### config.mk
export PLATFORM = sky130hd
export DESIGN_NAME = ipr_front
export DESIGN_NICKNAME = d
export VERILOG_FILES = /design/src/ipr_pkg.sv /design/src/ipr_front.sv
export SDC_FILE = /design/constraint.sdc
export NUM_CORES = 1
export LEC_CHECK = 0
export BUFFER_PORTS_ARGS = -buffer_cell sky130_fd_sc_hd__buf_2
export CAP_MARGIN = 20
export CORE_AREA = 2 2 73 75
export DETAILED_ROUTE_END_ITERATION = 6
export DIE_AREA = 0 0 75 77
export GPL_ROUTABILITY_DRIVEN = 0
export SETUP_SLACK_MARGIN = 0.1
export SLEW_MARGIN = 0
export SYNTH_ARGS = -nofsm -noshare
export SYNTH_HDL_FRONTEND = slang
export SYNTH_SLANG_ARGS = --single-unit
### constraint.sdc
create_clock -name vclk -period 0.8
set_input_delay 0.04 -clock vclk [all_inputs]
set_output_delay 0.04 -clock vclk [all_outputs]
set_load 0.01 [all_outputs]
### src/ipr_pkg.sv
// shared types and constants for the ip range lookup block
package ipr_pkg;

    localparam int ADDR_W  = 32;
    localparam int WIDX_W  = 10;
    localparam int CFG_W   = 11;
    localparam int QUEUE_DEPTH = 2;
    localparam int QPTR_W  = 1;
    localparam int QCNT_W  = 2;

    localparam logic OP_WRITE  = 1'b0;
    localparam logic OP_LOOKUP = 1'b1;

    typedef struct packed {
        logic              op;
        logic [WIDX_W-1:0] widx;
        logic [ADDR_W-1:0] d_low;
        logic [ADDR_W-1:0] d_high;
    } t_item;

    typedef struct packed {
        logic  valid;
        t_item item;
    } t_queue_head;

    typedef enum logic [2:0] {
        S_IDLE  = 3'b001,
        S_PROBE = 3'b010,
        S_EMIT  = 3'b100
    } t_state;

endpackage

### src/ipr_front.sv
// input acceptance and item classification
module ipr_front #(
    parameter int TABLE_DEPTH = 1024
) (
    input  logic                        i_in_valid,
    output logic                        o_in_ready,
    input  logic                        i_operation,
    input  logic [ipr_pkg::WIDX_W-1:0]  i_write_index,
    input  logic [ipr_pkg::ADDR_W-1:0]  i_new_low,
    input  logic [ipr_pkg::ADDR_W-1:0]  i_new_high,
    input  logic [ipr_pkg::ADDR_W-1:0]  i_lookup_addr,
    input  logic                        i_q_full,
    output logic                        o_q_push,
    output ipr_pkg::t_item              o_q_item
);
    import ipr_pkg::*;

    logic keep;

    // writes outside the table are taken and dropped
    assign keep = (i_operation == OP_LOOKUP) ||
                  (32'(i_write_index) < 32'(TABLE_DEPTH));

    assign o_in_ready = !i_q_full;
    assign o_q_push   = i_in_valid && !i_q_full && keep;

    always_comb begin
        o_q_item.op   = i_operation;
        o_q_item.widx = i_write_index;
        if (i_operation == OP_LOOKUP) begin
            o_q_item.d_low  = i_lookup_addr;
            o_q_item.d_high = '0;
        end else begin
            o_q_item.d_low  = i_new_low;
            o_q_item.d_high = i_new_high;
        end
    end

endmodule

==> results by stage <==
Final layout:
- The count of inserted antenna diode cells is 0.
- Fill cells in the final layout number 494.
- The number of nets at the end of the flow is 356.
- Across the whole layout, storage elements account for 0 um2.
- The area growth from synthesis to layout is 161%.
- In the layout the commonest cells are 127 x buf_2, 40 x buf_6, 32 x mux2_4, 27 x nor2b_1, 7 x buf_16.
- Leaving out fill and tap cells, the most frequent cell in the layout is buf_2.
- The number of clock buffer instances in the layout is 0.
- Of the cells placed in the final design, the portion with a size suffix greater than 1 is 88.6%.
- The number of flip-flops and latches is 0.

Synthesis:
- The top-area cell type share of the netlist area is 50.1%.
- The Yosys step of the flow raised 0 warnings.
- The synthesized netlist occupies a cell area of 840 um2.
- After synthesis, the cell types taking the most area are mux2_4 50%, nor2b_1 25%, buf_4 9.8%, mux2_2 5.4%, buf_12 4.8%.
- The synthesized area per cell is 9.99 um2.
- The cell count after synthesis is 84.
- The number of nets produced by synthesis is 193.
- The synthesized netlist contains 9 unique library cells.
- The part of the Yosys area used for sequential elements is 0%.
- The synthesized design spends more area on one cell type than any other, namely mux2_4.

Floorplan:
- 186 I/O pins were placed.
- The die is 75 um wide.
- In this run the standard cell core region covers 4980 um2.
- The initial core utilization is 16.9%.
- The die covers 5780 um2.
- In this run the vertical extent of the chip is 77 um.
- In this run the core area contains 26 standard-cell rows.

STA:
- The shortest period the worst path allows is 0.790 ns.
- The maximum operating frequency is 1270 MHz.
- The transition time of the tightest slew-check pin is 0.114 ns.
- The final count of hold timing violations is 0.
- Headroom to the max-slew limit came out at 92.4%.
- The final-layout worst hold slack is 0.0800 ns.
- The aggregate negative setup slack is 0 ns.
- Setup repair after global routing could not meet its margin everywhere.
- Of the available clock period, the critical path in the final layout requires 98.8%.
- Setup violations remaining at the end of the flow were counted as 0.
- The max-slew violation count is 0.

Worst setup path:
- The buffering stage count on the worst path with inverters included is 3.
- Counting stages on the worst path, the most repeated cell is buf_16.
- STA classifies the critical path startpoint as a primary input.
- In this design, the largest share of critical-path delay is due to buffers and inverters.
- The type of element capturing the critical path is an output port.
- Data arrives at the worst endpoint at 0.75 ns.
- The path type of the worst setup path is primary input to output port.
- The path length in cells of the critical path is 4.
- In this run the worst path has a maximum fanout of 8.
- Walking the worst path, the cells encountered are buf_16 > buf_16 > mux2_4 > buf_6.
- The cell at the slowest stage of the critical path is mux2_4.
- On the worst path, the slowest cell contributes a delay of 0.30 ns.
- The required arrival time at the worst endpoint is 0.76 ns.

Route:
- The count of nets left with antenna violations once routing finished came out at 0.
- For this block, the initial DRC count from the detailed router was 5.
- The vias after detailed routing is 1180.
- The pre-antenna-repair detailed-routing pass consisted of 2 iterations.
- In the routed layout, each cell is associated on average with a via count of 3.75.
- The DRC violations left is 0.
- After detailed routing, the total wire length is 3670 um.
- The final routed wire length divided by cell count is 11.6 um.

Place:
- The estimated wirelength of the detail-placed design is 2660 um.
- The count of buffers inserted at the top-level ports is 166.

Run:
- The number of max-capacitance violations reported is 0.

Pwr:
- The cell leakage power is 1.26 nW.
- The total power per unit cell area is 594 nW/um2.
- The worst IR drop on VDD is 0.000238 V.

Global routing:
- Global routing used 1.05% of the available met3 tracks.
- Global routing used 10.7% of the available tracks across all layers.
- The peak-usage layer in the global routing report is met2.
- Global routing consumed, on the met2 layer, 23.6% of the routing resources.
- The fraction of met1 tracks used by global routing is 10.3%.
- The pin count of the biggest net entering global routing is 11.
- The initial antenna violation count is 0.
- The first global-routing pass estimated 5120 um of wire.
- The number of global-route vias before repair is 1193.
- The total overflow left after global routing is 0.

Clock network:
- The hold buffer count at CTS is 0.

Outcome:
- The flow ran to the end, and the final reports show no timing, DRC or antenna violations.

Hold path:
- The count of cells along the worst hold path is 0.
- The class of the most critical hold timing path is primary input to output port.
- The end of the worst hold path is o_q_item[64].
- The launch instance of the worst min-delay path is i_write_index[0].
## metrics by stage
stage | power [mW] | util (%) | instance area (um2) | setup slack, ns | std cells
after global routing | 1.39 | 43.9 | 2190 | -0.00906 | 315
final | 1.30 | 43.9 | 2190 | 0.00987 | 315
after CTS | 1.26 | 42.2 | 2100 | 0.00275 | 315
after global placement | 0.915 | 33.3 | 1660 | -0.0881 | 307
after floorplan | 0.543 | - | 840 | 0.128 | 84
after detailed placement | 0.927 | 33.3 | 1660 | -0.107 | 307
## where the power goes
part	leakage [nW]	internal, mW	switching [mW]
clock	0	0	0
combinational	1.26	0.857	0.443
sequential	0	0	0
total	1.26	0.857	0.443
## routing by layer
layer,up-vias,part of all wire (%)
met5,-,0
met4,0,0.33
met3,2,12
met2,96,55
met1,491,32
li1,591,-
## worst max path at each step
stage,start,slack [ns],endpoint
6_report,i_operation,0.01,o_q_item[34]
5_1_grt,i_operation,-0.009,o_q_item[42]
4_1_cts,i_operation,0.003,o_q_item[42]
3_5_place_dp,i_operation,-0.11,o_q_item[42]
3_3_place_gp,i_operation,-0.09,o_q_item[42]
2_1_floorplan,i_operation,0.13,o_q_item[54]
## cell type report
cell class | count | area [um2] | area share (%)
timing repair buffer | 179 | 1360 | 62.4
inverter | 1 | 3.75 | 0.172
multi-input combinational | 65 | 732 | 33.5
tap | 70 | 87.6 | 4.00
## cell families (layout without fill, tap and decap cells)
family | Yosys count | in the layout | synth area share [%]
and+or+nand+nor | 33 | 33 | 24.6
muxes | 32 | 32 | 55.4
buffers and inverters | 19 | 180 | 20.0
## synthesized netlist by cell type
cell	number
mux2_2	4
buf_4	11
buf_12	2
buf_6	1
buf_2	3
mux2_4	28
buf_8	1
inv_1	1
nor2b_1	33
## what timing repair did
| item | in CTS | in global routing |
|---|---|---|
| setup buffers | 2 | 0 |
| gates cloned | 6 | 0 |
| endpoints found under the setup margin | 52 | 64 |
| gates resized for setup | 54 | 15 |
Note: power is estimated with default switching activity, not from simulation.
