<file path="src/ipr_pkg.sv">
// shared types and constants for the ip range lookup block
package ipr_pkg;

    localparam int ADDR_W  = 32;
    localparam int WIDX_W  = 10;
    localparam int CFG_W   = 11;
    localparam int QUEUE_DEPTH = 2;
    localparam int QPTR_W  = 1;
    localparam int QCNT_W  = 2;

    localparam logic OP_WRITE  = 1'b0;
    localparam logic OP_LOOKUP = 1'b1;

    typedef struct packed {
        logic              op;
        logic [WIDX_W-1:0] widx;
        logic [ADDR_W-1:0] d_low;
        logic [ADDR_W-1:0] d_high;
    } t_item;

    typedef struct packed {
        logic  valid;
        t_item item;
    } t_queue_head;

    typedef enum logic [2:0] {
        S_IDLE  = 3'b001,
        S_PROBE = 3'b010,
        S_EMIT  = 3'b100
    } t_state;

endpackage

</file>
<file path="src/ipr_queue.sv">
// short item queue between the front and the search engine
module ipr_queue (
    input  logic                 i_clk,
    input  logic                 i_rst_n,
    input  logic                 i_push,
    input  ipr_pkg::t_item       i_item,
    input  logic                 i_pop,
    output logic                 o_full,
    output ipr_pkg::t_queue_head o_head
);
    import ipr_pkg::*;

    t_item              r_mem [QUEUE_DEPTH];
    logic [QPTR_W-1:0]  r_wr_ptr, n_wr_ptr;
    logic [QPTR_W-1:0]  r_rd_ptr, n_rd_ptr;
    logic [QCNT_W-1:0]  r_count, n_count;
    logic               push_ok;
    logic               pop_ok;

    assign push_ok = i_push && (r_count != QCNT_W'(QUEUE_DEPTH));
    assign pop_ok  = i_pop && (r_count != '0);

    always_comb begin
        n_wr_ptr = push_ok ? r_wr_ptr + 1'b1 : r_wr_ptr;
        n_rd_ptr = pop_ok ? r_rd_ptr + 1'b1 : r_rd_ptr;
        n_count  = r_count;
        if (push_ok && !pop_ok) begin
            n_count = r_count + 1'b1;
        end else if (!push_ok && pop_ok) begin
            n_count = r_count - 1'b1;
        end
    end

    always_ff @(posedge i_clk) begin
        if (!i_rst_n) begin
            r_wr_ptr <= '0;
            r_rd_ptr <= '0;
            r_count  <= '0;
        end else begin
            r_wr_ptr <= n_wr_ptr;
            r_rd_ptr <= n_rd_ptr;
            r_count  <= n_count;
        end
    end

    always_ff @(posedge i_clk) begin
        if (push_ok) begin
            r_mem[r_wr_ptr] <= i_item;
        end
    end

    assign o_full       = (r_count == QCNT_W'(QUEUE_DEPTH));
    assign o_head.valid = (r_count != '0);
    assign o_head.item  = r_mem[r_rd_ptr];

endmodule

</file>
<file path="config.mk">
export PLATFORM = sky130hd
export DESIGN_NAME = ipr_queue
export DESIGN_NICKNAME = d
export VERILOG_FILES = /design/src/ipr_pkg.sv /design/src/ipr_queue.sv
export SDC_FILE = /design/constraint.sdc
export NUM_CORES = 1
export LEC_CHECK = 0
export ABC_AREA = 1
export BUFFER_PORTS_ARGS = -buffer_cell sky130_fd_sc_hd__buf_2
export CORE_ASPECT_RATIO = 0.9
export CORE_MARGIN = 1
export CORE_UTILIZATION = 52
export DETAILED_ROUTE_END_ITERATION = 10
export PLACE_DENSITY = 0.78
export SYNTH_ARGS = -nofsm -noshare
export SYNTH_HDL_FRONTEND = slang
export SYNTH_SLANG_ARGS = --single-unit
</file>
<file path="constraint.sdc">
create_clock -name i_clk -period 6.4 [get_ports i_clk]
set_input_delay 1.28 -clock i_clk [delete_from_list [all_inputs] [get_ports i_clk]]
set_output_delay 1.28 -clock i_clk [all_outputs]
set_load 0.05 [all_outputs]
</file>
==> impl_metrics.env <==
export IMPL_grt_max_degree=51
export IMPL_drcViolationCount=0
export IMPL_cp_cell_sequence="buf_4 > mux2_2 > buf_2"
export IMPL_fmax_mhz=270
export IMPL_syn_avg_cell_area_um2=21.7
export IMPL_tightest_slew_ns=0.789
export IMPL_cp_required_ns=5.12
export IMPL_synth_fa_ha_area_share_pct=0.214
export IMPL_finish_utilization_pct=67.0
export IMPL_min_path_type="register to register"
export IMPL_grt_pass1_vias=2922
export IMPL_hold_ws_ns=0.503
export IMPL_synthesis_area_um2=5860
export IMPL_critPathKind="register to primary output"
export IMPL_rr_startpoint="r_count[1]"
export IMPL_holdPathEnd="r_rd_ptr"
export IMPL_drtIter0Drc=171
export IMPL_synth_compound_area_share_pct=0.470
export IMPL_p_per_area_nw_per_um2=452
export IMPL_regToRegSetupSlack_ns=4.04
export IMPL_ys_seq_elements=155
export IMPL_dp_hpwl_um=6360
export IMPL_cpPeakStageDelay_ns=0.71
export IMPL_synth_nets=350
export IMPL_reg2reg_depth=4
export IMPL_leakage_nw=2.86
export IMPL_start_util_pct=53.7
export IMPL_rows=36
export IMPL_arrival_ns=2.43
export IMPL_synthMuxAreaShare_pct=17.6
export IMPL_rsz0062_at_grt="false"
export IMPL_wl_per_cell_um=16.1
export IMPL_numClockSinks=155
export IMPL_die_area_um2=11700
export IMPL_wirelength_um=9740
export IMPL_slew_headroom_pct=47.4
export IMPL_die_x_um=114
export IMPL_vias_per_cell=4.87
export IMPL_ios=156
export IMPL_yosys_area_share_simple_pct=1.22
export IMPL_fin_crit_sh_pct=57.9
export IMPL_synth_xor_area_share_pct=0
export IMPL_via_count=2939
export IMPL_ctsHoldBuffers=0
export IMPL_netlist_instances=270
export IMPL_synth_top_family_by_area="multiplexers"
export IMPL_postRouteAntennaNets=0
export IMPL_grt_use_total_pct=17.5
export IMPL_holdPathStages=2
export IMPL_cts_buffer_depth=2
export IMPL_final_max_slew_violation_count=0
export IMPL_dieHeight_um=103
export IMPL_diodes=0
export IMPL_clk_pin_slew_worst_paths_ns=0.06
export IMPL_clkLatencyLatePin_ns=0.42
export IMPL_start_kind="register"
export IMPL_finalNonFillerCells=603
export IMPL_ys_types=16
export IMPL_fillers=762
export IMPL_crit_path_end_kind="primary output"
export IMPL_setup_tns_final_ns=0
export IMPL_regArea_um2=4610
export IMPL_grt_first_pass_wirelength_um=14400
export IMPL_fin_nets=519
export IMPL_cts_buffers=17
export IMPL_area_growth_synth_to_final_pct=24.7
export IMPL_core_um2=10900
export IMPL_finalSetupViolations=0
export IMPL_cp_slowest_cell="buf_4"
export IMPL_period_minus_slack_ns=3.71
export IMPL_vdd_ir_drop_max_uv=330
export IMPL_cts_setup_buffers=0
export IMPL_skew_ns=0.00474
export IMPL_cts_resized_gates=0
export IMPL_yosysSeqAreaShare_pct=78.6
export IMPL_dp_cells=572
export IMPL_ys_warn_count=0
export IMPL_hold_violations=0
export IMPL_dr_pass1_iters=4
export IMPL_io_buffers=155
export IMPL_cts_htree_levels=4
export IMPL_place_gp_congestion=0.634
export IMPL_status="finished clean"
export IMPL_crit_fanout=46
export IMPL_gr_total_overflow=0
export IMPL_drive_gt1_share_pct=57.6
export IMPL_worstHoldStart="r_rd_ptr"
export IMPL_multi_input_area_um2=1160
export IMPL_reg2reg_to="r_mem[0][73]"
export IMPL_maxCapViolCount=0
export IMPL_antenna_found_initial=0
export IMPL_cts_root_buf="clkbuf_16"
export IMPL_cts_tree="yes"
-- metal layers --
layer	vias to the layer above	part of all wire [%]	track usage [%]
li1	1396	-	-
met1	1408	43	19.9
met2	126	48	28.4
met3	9	9.2	9.70
met4	0	0.75	5.69
met5	-	0	0
-- state kept, by name, summed over array words and instances, names as in the netlist, named ones only --
register and cells:
r_count 2, r_mem 150, r_rd_ptr 1, r_wr_ptr 1
-- metrics by stage --
step	total power [W]	setup WS [ns]	instance area, µm²
final	0.00330	2.69	7300
after global routing	0.00343	2.56	7300
after CTS	0.00333	2.63	7300
after detailed placement	0.00245	3.09	6790
after global placement	0.00243	3.11	6790
after floorplan	0.00226	1.38	5860
-- cell type report --
| cell class | instances | area share (%) |
|---|---|---|
| Clock inverter | 13 | 1.17 |
| Multi-Input combinational cell | 99 | 15.9 |
| Clock buffer | 18 | 5.88 |
| Tap cell | 152 | 2.61 |
| Inverter | 8 | 0.411 |
| Timing Repair Buffer | 158 | 10.9 |
| Sequential cell | 155 | 63.1 |
-- worst max-delay path, delay by kind of cell, from the launching register on --
| family | cells | cell delay, ns |
|---|---|---|
| muxes | 1 | 0.42 |
| DFF | 1 | 0.63 |
| buffers and inverters | 2 | 0.92 |
-- cell usage after synthesis, drive strengths merged --
library cell  count  area share (%)
edfxtp          150              77
o21a              1            0.13
dfxtp             5             1.7
nand4             1            0.11
nand2             7            0.45
mux2             75              18
a21oi             1           0.085
ha                1            0.21
buf               8             1.3
inv               8            0.51
nand3             1           0.085
o21ai             3            0.26
nor2              9            0.58
-- how the worst max path moves through the flow --
| stage | start | endpoint | cells past startpoint |
|---|---|---|---|
| after detailed placement | register | o_head[59] | 3 |
| final | register | o_head[59] | 3 |
| after CTS | register | o_head[59] | 3 |
| after global routing | register | o_head[59] | 3 |
| after global placement | register | o_head[60] | 3 |
| after floorplan | i_push | r_mem[0][0] | 2 |
-- kinds of logic after synthesis --
logic type,Yosys count
adders and majority gates,1
buffers and inverters,16
and+or+nand+nor,18
AOI/OAI and AO/OA,5
muxes,75
DFF,155
-- cell usage in the layout, fill, tap and decap left out, drive strengths merged --
cell and count:
buf 158, edfxtp 150, mux2 75, clkbuf 18, clkinv 11, nor2 9, inv 8, nand2 7
dfxtp 5, o21ai 3, o21a 1, a21oi 1, nand3 1, nand4 1, ha 1, clkinvlp 1
bufinv 1
-- power by group --
| part | total, W | switching (W) | internal [W] |
|---|---|---|---|
| Combinational | 0.00108 | 0.000754 | 0.000324 |
| Sequential | 0.00135 | 0.0000606 | 0.00129 |
| Clock | 0.000875 | 0.000357 | 0.000518 |
(Power assumes the default switching activity.)
